<file path="src/rtl/eac_pkg.sv">
// Package for the address syntax checker: character codes, register indexes,
// reset values and the byte classification functions. No dependencies.
package eac_pkg;

  localparam logic [7:0] CHAR_AT     = 8'h40;
  localparam logic [7:0] CHAR_DOT    = 8'h2E;
  localparam logic [7:0] CHAR_HYPHEN = 8'h2D;

  localparam logic [7:0] LOCAL_LIMIT_RESET  = 8'd64;
  localparam logic [7:0] DOMAIN_LIMIT_RESET = 8'd63;
  localparam logic [7:0] LENGTH_MAX         = 8'd255;

  localparam logic [1:0] AT_COUNT_MAX = 2'd2;
  localparam logic [1:0] AT_COUNT_ONE = 2'd1;

  localparam int unsigned CFG_INDEX_W = 1;
  localparam logic [CFG_INDEX_W-1:0] REG_LOCAL_LIMIT  = 1'b0;
  localparam logic [CFG_INDEX_W-1:0] REG_DOMAIN_LIMIT = 1'b1;

  typedef struct packed {
    logic [7:0] local_limit;
    logic [7:0] domain_limit;
  } eac_limits_t;

  function automatic logic is_alnum(input logic [7:0] c);
    return (c inside {[8'h30:8'h39], [8'h41:8'h5A], [8'h61:8'h7A]});
  endfunction

  function automatic logic is_local_special(input logic [7:0] c);
    return (c inside {8'h21, 8'h23, 8'h24, 8'h25, 8'h26, 8'h27, 8'h2A, 8'h2B,
                      8'h2D, 8'h2F, 8'h3D, 8'h3F, 8'h5E, 8'h5F, 8'h60, 8'h7B,
                      8'h7C, 8'h7D, 8'h7E, 8'h2E});
  endfunction

endpackage

</file>
<file path="src/rtl/eac_scan.sv">
// Per-address scan state and verdict logic of the address syntax checker.
// Depends on eac_pkg for character codes and classification functions.
module eac_scan import eac_pkg::*; (
  input  logic        clk,
  input  logic        rst,
  input  logic        step,
  input  logic [7:0]  symbol,
  input  logic        final_byte,
  input  eac_limits_t limits,
  output logic        verdict
);

  logic       past_at, past_at_next;
  logic [1:0] at_count, at_count_next;
  logic [7:0] local_length, local_length_next;
  logic [7:0] domain_length, domain_length_next;
  logic       previous_dot, previous_dot_next;
  logic       local_bad, local_bad_next;
  logic       domain_bad, domain_bad_next;
  logic       previous_hyphen, previous_hyphen_next;
  logic       is_at, is_dot;

  assign is_at  = (symbol == CHAR_AT);
  assign is_dot = (symbol == CHAR_DOT);

  always_comb begin
    past_at_next         = past_at;
    at_count_next        = at_count;
    local_length_next    = local_length;
    domain_length_next   = domain_length;
    previous_dot_next    = previous_dot;
    local_bad_next       = local_bad;
    domain_bad_next      = domain_bad;
    previous_hyphen_next = previous_hyphen;
    if (is_at) begin
      if (at_count != AT_COUNT_MAX) begin
        at_count_next = at_count + 2'd1;
      end
      past_at_next = 1'b1;
    end else if (!past_at) begin
      if (is_dot && ((local_length == 8'd0) || previous_dot)) begin
        local_bad_next = 1'b1;
      end
      if (!is_alnum(symbol) && !is_local_special(symbol)) begin
        local_bad_next = 1'b1;
      end
      previous_dot_next = is_dot;
      if (local_length != LENGTH_MAX) begin
        local_length_next = local_length + 8'd1;
      end
    end else begin
      if (!is_alnum(symbol) && !is_dot && (symbol != CHAR_HYPHEN)) begin
        domain_bad_next = 1'b1;
      end
      previous_hyphen_next = (symbol == CHAR_HYPHEN);
      if (domain_length != LENGTH_MAX) begin
        domain_length_next = domain_length + 8'd1;
      end
    end
  end

  assign verdict = (at_count_next == AT_COUNT_ONE) &&
                   (local_length_next != 8'd0) &&
                   (local_length_next <= limits.local_limit) && !local_bad_next &&
                   (domain_length_next != 8'd0) &&
                   (domain_length_next <= limits.domain_limit) && !domain_bad_next &&
                   !previous_hyphen_next;

  always_ff @(posedge clk) begin
    if (rst || (step && final_byte)) begin
      past_at         <= 1'b0;
      at_count        <= 2'd0;
      local_length    <= 8'd0;
      domain_length   <= 8'd0;
      previous_dot    <= 1'b0;
      local_bad       <= 1'b0;
      domain_bad      <= 1'b0;
      previous_hyphen <= 1'b0;
    end else if (step) begin
      past_at         <= past_at_next;
      at_count        <= at_count_next;
      local_length    <= local_length_next;
      domain_length   <= domain_length_next;
      previous_dot    <= previous_dot_next;
      local_bad       <= local_bad_next;
      domain_bad      <= domain_bad_next;
      previous_hyphen <= previous_hyphen_next;
    end
  end

endmodule

</file>
<file path="src/rtl/email_address_syntax_check_core.sv">
// Top level of the address syntax checker: input register, limit registers,
// scan logic (eac_scan) and result register. Depends on eac_pkg.
//
//   channel  signals                                 direction
//   input    in_valid/in_ready, symbol, final_byte   in
//   result   out_valid/out_ready, valid_res          out
//   config   cfg_we, cfg_index, cfg_data             in
//
// One byte is accepted per cycle unless a held verdict stalls a final byte.
// A verdict passes through the input register, where the scan logic works on
// the final byte, into the result register, loaded when that byte advances.
// Reset clears the scan state, empties both registers and restores the limits.
// A held verdict stalls only a final byte; other bytes keep flowing.
module email_address_syntax_check_core import eac_pkg::*; (
  input  logic                   clk,
  input  logic                   rst,
  input  logic                   in_valid,
  output logic                   in_ready,
  input  logic [7:0]             symbol,
  input  logic                   final_byte,
  output logic                   out_valid,
  input  logic                   out_ready,
  output logic                   valid_res,
  input  logic                   cfg_we,
  input  logic [CFG_INDEX_W-1:0] cfg_index,
  input  logic [7:0]             cfg_data
);

  logic        stage_valid;
  logic [7:0]  stage_symbol;
  logic        stage_final;
  logic        advance;
  logic        verdict;
  eac_limits_t limits;

  assign advance  = stage_valid && (!stage_final || !out_valid || out_ready);
  assign in_ready = !stage_valid || advance;

  always_ff @(posedge clk) begin
    if (rst) begin
      limits.local_limit  <= LOCAL_LIMIT_RESET;
      limits.domain_limit <= DOMAIN_LIMIT_RESET;
    end else if (cfg_we) begin
      case (cfg_index)
        REG_LOCAL_LIMIT:  limits.local_limit  <= cfg_data;
        REG_DOMAIN_LIMIT: limits.domain_limit <= cfg_data;
        default: ;
      endcase
    end
  end

  always_ff @(posedge clk) begin
    if (rst) begin
      stage_valid <= 1'b0;
    end else if (in_ready) begin
      stage_valid <= in_valid;
    end
  end

  always_ff @(posedge clk) begin
    if (in_ready && in_valid) begin
      stage_symbol <= symbol;
      stage_final  <= final_byte;
    end
  end

  eac_scan u_scan (
    .clk        (clk),
    .rst        (rst),
    .step       (advance),
    .symbol     (stage_symbol),
    .final_byte (stage_final),
    .limits     (limits),
    .verdict    (verdict)
  );

  always_ff @(posedge clk) begin
    if (rst) begin
      out_valid <= 1'b0;
    end else if (advance && stage_final) begin
      out_valid <= 1'b1;
    end else if (out_ready) begin
      out_valid <= 1'b0;
    end
  end

  always_ff @(posedge clk) begin
    if (advance && stage_final) begin
      valid_res <= verdict;
    end
  end

endmodule

</file>
<file path="config.mk">
export PLATFORM = sky130hd
export DESIGN_NAME = email_address_syntax_check_core
export DESIGN_NICKNAME = d
export VERILOG_FILES = /design/src/rtl/eac_pkg.sv /design/src/rtl/eac_scan.sv /design/src/rtl/email_address_syntax_check_core.sv
export SDC_FILE = /design/constraint.sdc
export NUM_CORES = 1
export LEC_CHECK = 0
export BUFFER_PORTS_ARGS = -buffer_cell sky130_fd_sc_hd__buf_2
export CORE_AREA = 2 2 86 88
export DETAILED_ROUTE_END_ITERATION = 12
export DIE_AREA = 0 0 88 90
export HOLD_SLACK_MARGIN = 0.02
export SYNTH_ARGS = -nofsm -noshare
export SYNTH_HDL_FRONTEND = slang
export SYNTH_SLANG_ARGS = --single-unit
</file>
<file path="constraint.sdc">
create_clock -name clk -period 10 [get_ports clk]
set_clock_uncertainty 0.05 [all_clocks]
set_input_delay 2 -clock clk [delete_from_list [all_inputs] [get_ports clk]]
set_output_delay 2 -clock clk [all_outputs]
set_load 0.01 [all_outputs]
</file>
== After elaboration in Yosys (flattened, before gate mapping) ==
Index checks and enable logic that the tools add are counted.

* Output and inout bits: 3
* Bits in registers: 51

* Add/sub/neg operators: 3
* Reductions and logical operators: 41
* Muxes and demuxes: 19
* Bitwise logic cells: 3
* Order comparisons: 8
* Eq/ne operators: 26

{| class="wikitable"
|+ Operators by type and width
! cell !! count
|-
| $eq A8 B6 Y1 const B || 13
|-
| $eq A8 B7 Y1 const B || 8
|-
| $mux W8 || 6
|-
| $reduce_bool A20 Y1 || 1
|-
| $logic_and A1 B1 Y1 || 17
|-
| $add A8 B1 Y8 const B || 2
|-
| $ge A8 B7 Y1 const B || 2
|-
| $le A8 B7 Y1 const B || 2
|-
| $le A8 B8 Y1 || 2
|-
| $ne A8 B8 Y1 const B || 2
|-
| $reduce_bool A8 Y1 || 2
|-
| $mux W1 || 11
|-
| $logic_not A1 Y1 || 9
|-
| $ge A8 B6 Y1 const B || 1
|-
| $le A8 B6 Y1 const B || 1
|-
| $logic_not A8 Y1 || 1
|-
| $ne A8 B6 Y1 const B || 1
|-
| $reduce_and A2 Y1 || 3
|-
| $logic_or A1 B1 Y1 || 5
|-
| $mux W2 || 2
|-
| $not A1 Y1 || 3
|-
| $reduce_and A3 Y1 || 1
|-
| $reduce_bool A3 Y1 || 1
|-
| $add A2 B1 Y2 const B || 1
|-
| 3 further kinds || 3
|}

== Logic depth before layout (Yosys ltp) ==
Gate-level depths: netlist of the first run.

* Word-level depth: 14
* Gate-level depth with buffers: 15
* Gate-level depth less buffers: 13

== Cells and area by module ==
From an unflattened synthesis of the first run, not the netlist that was laid out.

* Cells, all modules: 372
* Area total of the unflattened synthesis: 3166.8 um2

{| class="wikitable"
|+ By module, submodules not included
! module !! cells an instance !! sequential area each (um2) !! area each (um2) !! times used
|-
| eac_scan || 283 || 460.4 || 2167.1 || 1
|-
| email_address_syntax_check_core || 89 || 660.6 || 999.7 || 1
|}

== Least setup slack after synthesis of the first run ==
No wires, ideal clock.

* Kind: input-to-output
* Start point: input out_ready
* End point: output in_ready
* Setup slack: 5.725 ns
* Stages: 2
* Buffers on the path: 0
* Arrival: 2.225 ns
* Path through: inv_1 > nand4_1

* Word-level cells in the longest chain between the ends: 3

{| class="wikitable"
|+ RTL lines
! element !! line !! RTL
|-
| from (decl) || email_address_syntax_check_core.sv:22 || <nowiki>input logic out_ready,</nowiki>
|-
| $logic_or A1 B1 Y1 || email_address_syntax_check_core.sv:36 || <nowiki>assign advance = stage_valid && (!stage_final || !out_valid || out_ready);</nowiki>
|-
| $logic_and A1 B1 Y1 || email_address_syntax_check_core.sv:36 ||
|-
| $logic_or A1 B1 Y1 || email_address_syntax_check_core.sv:37 || <nowiki>assign in_ready = !stage_valid || advance;</nowiki>
|-
| to (decl) || email_address_syntax_check_core.sv:18 || <nowiki>output logic in_ready,</nowiki>
|}

No other way between the ends.

== Worst setup path after layout of the first run ==
Ends and elaborated chain as after synthesis.

==> flow_metrics.py, run 1 <==
metrics = {
    "drt": {
        "vias": 2748,
        "route.detailed.drc": 0,
        "wl_per_cell_microns": 13.72,
        "finalWirelength_mm": 6.873,
        "viasPerCell": 5.485,
        "drt-initial-drc-count": 120,
        "first_pass_iters": 4,
        "ant_nets": 0,
    },
    "setup_path": {
        "r2r-start": "stage_symbol[3]",
        "r2r_setup_slack_ns": 6.21,
        "reg2reg_depth": 11,
        "crit_path_end": "in_ready",
        "critical_path.reg2reg.endpoint": "valid_res",
        "startpoint": "out_ready",
        "critPathLaunchType": "input port",
        "end_kind": "output pin",
        "worst_ep_arrival_time_ns": 2.45,
        "path_class": "in -> out",
        "crit_required_ns": 7.95,
        "critical_path.max_fanout": 3,
    },
    "floorplanning": {
        "core_area_sq_um": 7020,
        "dieWidth_microns": 88,
        "start_util": 0.4648,
        "rows": 31,
        "fp.dieH_microns": 90,
        "die-area_sq_um": 7920,
        "io_pins": 26,
    },
    "pwr": {
        "powerDensity_nw_per_um2": 109.0,
        "power_leakage_nw": 1.355,
        "p_total_mw": 0.3793,
        "ir_worst_vdd_uv": 57.28,
    },
    "clock_network": {
        "postCtsSetupBuffers": 0,
        "postCtsHoldBufs": 0,
        "cts_resized": 0,
        "root_buffer": "clkbuf_8",
        "clkLatencyLatePin_ns": 0.30,
        "cts.clk_slew.worst_paths_ns": 0.09,
        "cts_buffers": 5,
        "clockBufferDepth": 2,
        "htreeDepth": 2,
        "cts_tree": "done",
        "clock_sinks": 51,
    },
    "global_routing": {
        "grt_start_max_net_pins": 24,
        "antenna_found_initial": 0,
        "grt_overflow": 0,
        "track_usage": 0.1775,
        "grt_pass1_wl_mm": 11.34,
        "first_global_vias": 2494,
    },
    "place": {
        "postPlaceCellArea_sq_um": 3397,
        "gp_congestion": 0.8721,
        "portBuffers": 25,
        "dp.cells": 493,
        "pre_cts_slack_ns": 5.502,
        "hpwl_mm": 5.189,
    },
    "sta": {
        "setup_viol": 0,
        "max_freq_ghz": 0.2223,
        "slew_headroom": 0.5594,
        "fin_crit_ns": 4.498,
        "whs_ns": 0.4140,
        "worst_slew_pin_slew_ns": 0.6609,
        "fin_ws_ns": 5.502,
        "final-max-slew-violation-count": 0,
        "finalSetupTns_ns": 0,
        "grt_setup_unrepaired": "no",
        "fin_crit_sh": 0.4498,
        "hold_violations": 0,
    },
    "layout": {
        "insertedDiodeCount": 0,
        "seq_area_sq_um": 1121,
        "multiInputGateArea_sq_um": 1937,
        "layout.cells.non_filler": 501,
        "final_area_sq_um": 3478,
        "nets": 444,
        "num-fill-cells": 705,
        "area_growth_pct": 6.595,
        "fin_util": 0.4955,
        "layout-drive-gt1-share": 0.1318,
        "final_common_cell": "nand2_1",
        "layout_common_cells": "48 x nand2_1, 42 x a21oi_1, 41 x dfxtp_1",
    },
    "flow_run": {
        "maxCapViolations": 0,
    },
    "status": {
        "status": "complete, no violations",
    },
    "synth": {
        "yosys_warnings": 0,
        "synthCells": 393,
        "synth_cell_types": 59,
        "ys_seq_area_frac": 0.3436,
        "async_flop_share": 0,
        "synth_edf_count": 10,
        "ys_ff_latch": 51,
        "synthesis.area_sq_um": 3263,
        "synth_area_per_cell_sq_um": 8.303,
        "synth-main-ff-cell": "dfxtp_1",
        "synth_fp_nets": 436,
    },
    "min_path": {
        "hold_class": "reg -> reg",
    },
}
-- worst min path at each step --
stage	from	endpoint	slack, ns	depth (start not counted)
global route	limits[11]	limits[11]	0.44	2
detailed placement	limits[9]	limits[9]	0.40	2
CTS	limits[9]	limits[9]	0.41	2
finish	limits[11]	limits[11]	0.41	2
global placement	limits[13]	limits[13]	0.40	2
floorplan	limits[1]	limits[1]	0.39	1
-- layer usage --
metal	up-vias	track usage	wire length, microns
met5	-	0	0
met4	0	0.04615	75
met3	6	0.03673	247
met2	44	0.2822	3304
met1	1290	0.2437	3246
li1	1408	-	-
-- kinds of logic after synthesis --
kind of cell               after synthesis  share of synthesized area
xor gates and xnor gates                17                    0.04563
DFF                                     51                     0.3436
AOI/OAI and AO/OA                       87                     0.1798
adders and majority gates               20                    0.07669
buffers and inverters                   48                    0.06288
muxes                                    7                    0.02415
and+or+nand+nor                        163                     0.2673
-- worst max-delay path, cell delays in order --
cell     delay (ns)
buf_2          0.10
inv_1          0.06
nand4_1        0.12
buf_2          0.16
-- power breakdown --
part / internal [mW] / total, mW / switching, mW
logic: 0.0163 / 0.0391 / 0.0229
registers: 0.217 / 0.223 / 0.00679
clock network: 0.0494 / 0.117 / 0.0674
total: 0.282 / 0.379 / 0.0970
-- cell usage after synthesis, types with 8 or more instances --
| cell type | count | area share |
|---|---|---|
| a211o_1 | 8 | 0.021 |
| a21oi_1 | 42 | 0.064 |
| and3_1 | 10 | 0.019 |
| clkbuf_1 | 19 | 0.022 |
| dfxtp_1 | 41 | 0.25 |
| edfxtp_1 | 10 | 0.092 |
| ha_1 | 20 | 0.077 |
| inv_1 | 24 | 0.028 |
| nand2_1 | 48 | 0.055 |
| nand3_1 | 15 | 0.023 |
| nand4_1 | 8 | 0.015 |
| nor2_1 | 26 | 0.030 |
| nor3_1 | 10 | 0.015 |
| o21ai_0 | 11 | 0.017 |
| xor2_1 | 10 | 0.027 |
-- registers in the layout, indices dropped and copies added (netlist names), 2 cells and up --
register / cells
limits: 16
stage_symbol: 8
u_scan.at_count: 2
u_scan.domain_length: 8
u_scan.local_length: 8
-- final cells by class --
type / instances / area share
Multi-Input combinational cell: 294 / 0.5568
Timing Repair Buffer: 25 / 0.03597
Inverter: 24 / 0.02590
Sequential cell: 51 / 0.3223
Clock buffer: 7 / 0.02194
Clock inverter: 1 / 0.001439
Tap cell: 99 / 0.03561
(Power assumes the default switching activity.)
==> run 2: changes to the inputs <==
PLACE_DENSITY = 0.67   (was not set)
clock period = 3.7 ns   (was 10 ns; I/O delays follow)
==> flow_metrics.py, run 2 (synthesized netlist as in run 1, its figures left out) <==
metrics = {
    "status": {
        "status": "complete, no violations",
    },
    "layout": {
        "nets": 458,
        "area_growth_pct": 9.931,
        "fin_util": 0.5110,
        "layout_common_cells": "48 x nand2_1, 42 x a21oi_1, 41 x dfxtp_1",
        "insertedDiodeCount": 0,
        "num-fill-cells": 677,
        "final_common_cell": "nand2_1",
        "largest_register_ff_count": 16,
        "top_register": "limits",
        "layout-drive-gt1-share": 0.1635,
    },
    "setup_path": {
        "critical_path.max_stage_delay_ns": 0.62,
        "crit_required_ns": 3.77,
        "cpMaxStageDelayCell": "or4b_4",
        "critPathLaunchType": "flip-flop",
        "cp_cell_sequence": "or4b_4, o21ai_4, nor2_1, or2_2, o31a_1, ha_1, nand4_1, o31a_1, a2111oi_4, nand4b_1, a311oi_1",
        "path_common_cell": "o31a_1",
        "path_class": "reg -> reg",
        "worst_ep_arrival_time_ns": 3.60,
        "critical_path.max_fanout": 7,
        "crit_family": "compound AO/OA/AOI/OAI gates",
        "critPathBufInv": 0,
        "end_kind": "flip-flop",
    },
    "pwr": {
        "p_total_mw": 1.031,
        "ir_worst_vdd_uv": 131.7,
        "powerDensity_nw_per_um2": 287.3,
        "power_leakage_nw": 1.424,
    },
    "place": {
        "hpwl_mm": 5.276,
        "pre_cts_slack_ns": 0.1389,
        "gp_congestion": 0.8718,
        "portBuffers": 25,
    },
    "drt": {
        "drt-initial-drc-count": 153,
        "viasPerCell": 5.408,
        "wl_per_cell_microns": 13.45,
        "finalWirelength_mm": 6.927,
        "vias": 2785,
        "route.detailed.drc": 0,
        "first_pass_iters": 4,
        "ant_nets": 0,
    },
    "clock_network": {
        "clkLatencyLatePin_ns": 0.30,
        "clockBufferDepth": 2,
        "cts_resized": 0,
        "root_buffer": "clkbuf_8",
        "clock_sinks": 51,
        "cts.clk_slew.worst_paths_ns": 0.09,
        "cts_buffers": 5,
        "htreeDepth": 2,
        "cts_tree": "done",
    },
    "sta": {
        "setup_viol": 0,
        "max_freq_ghz": 0.2834,
        "fin_ws_ns": 0.1709,
        "worst_slew_pin_slew_ns": 0.6385,
        "final-max-slew-violation-count": 0,
        "fin_crit_ns": 3.529,
        "hold_violations": 0,
        "whs_ns": 0.4105,
        "fin_crit_sh": 0.9538,
        "slew_headroom": 0.5744,
    },
    "global_routing": {
        "antenna_found_initial": 0,
        "first_global_vias": 2567,
        "grt_start_max_net_pins": 24,
        "grt_overflow": 0,
        "track_usage": 0.1810,
        "grt_pass1_wl_mm": 11.63,
    },
    "floorplanning": {
        "core_area_sq_um": 7020,
        "fp.dieH_microns": 90,
        "die-area_sq_um": 7920,
        "dieWidth_microns": 88,
        "rows": 31,
        "io_pins": 26,
        "start_util": 0.4648,
    },
    "flow_run": {
        "maxCapViolations": 0,
    },
    "min_path": {
        "hold_class": "reg -> reg",
    },
}
[run 2: changes by cell type in the layout (fill, tap and decap cells not counted)]
cell        delta
clkinvlp_4     +1
buf_4         +14
clkbuf_1       -1
[run 2: final timing paths]
kind                   start        end  slack (ns)  cells after the start
max          stage_symbol[7]  valid_res        0.17                     11
min                limits[6]  limits[6]        0.41                      2
max reg2reg  stage_symbol[7]  valid_res        0.17                     11
min reg2reg        limits[6]  limits[6]        0.41                      2
[run 2: repair_timing]
item,CTS,global route
hold buffers,0,0
setup buffers,0,6
setup endpoints to repair,0,1
[run 2: worst register-to-register path, cell delays in order, from the launching register on]
cell and delay, ns:
edfxtp_1 0.46, or4b_4 0.62, o21ai_4 0.27, nor2_1 0.09, or2_2 0.29, o31a_1 0.12, ha_1 0.30, nand4_1 0.13
o31a_1 0.35, a2111oi_4 0.31, nand4b_1 0.13, a311oi_1 0.25
[run 2: final cells by class]
type | count | area (sq um) | area share
multi-input cells | 294 | 1937 | 0.5399
clock buffers | 6 | 72.57 | 0.02023
inverters | 24 | 90.09 | 0.02511
repair buffers | 39 | 230.2 | 0.06418
flip-flops and latches | 51 | 1121 | 0.3125
well taps | 99 | 123.9 | 0.03453
clock inverters | 2 | 12.51 | 0.003488
[run 2: stage by stage]
stage	std cells	area, sq um	setup TNS [ns]
2_1_floorplan	393	3263	0
3_3_place_gp	501	3457	0
3_5_place_dp	501	3457	0
4_1_cts	509	3542	0
5_1_grt	515	3587	-0.009299
6_report	515	3587	0
[run 2: power by group]
group	total [mW]	leakage [nW]	switching, mW	internal, mW
Sequential	0.598	0.431	0.0128	0.585
Combinational	0.119	0.952	0.0693	0.0500
Clock	0.313	0.0412	0.181	0.133
Total	1.03	1.42	0.263	0.768
[run 2: per-layer routing]
metal,share of wire,routed length (microns),vias up,global-route usage
met4,0.0091,63,0,0.04359
met3,0.033,226,7,0.02938
li1,-,-,1432,-
met5,0,0,-,0
met2,0.49,3362,52,0.3074
met1,0.47,3274,1294,0.2368
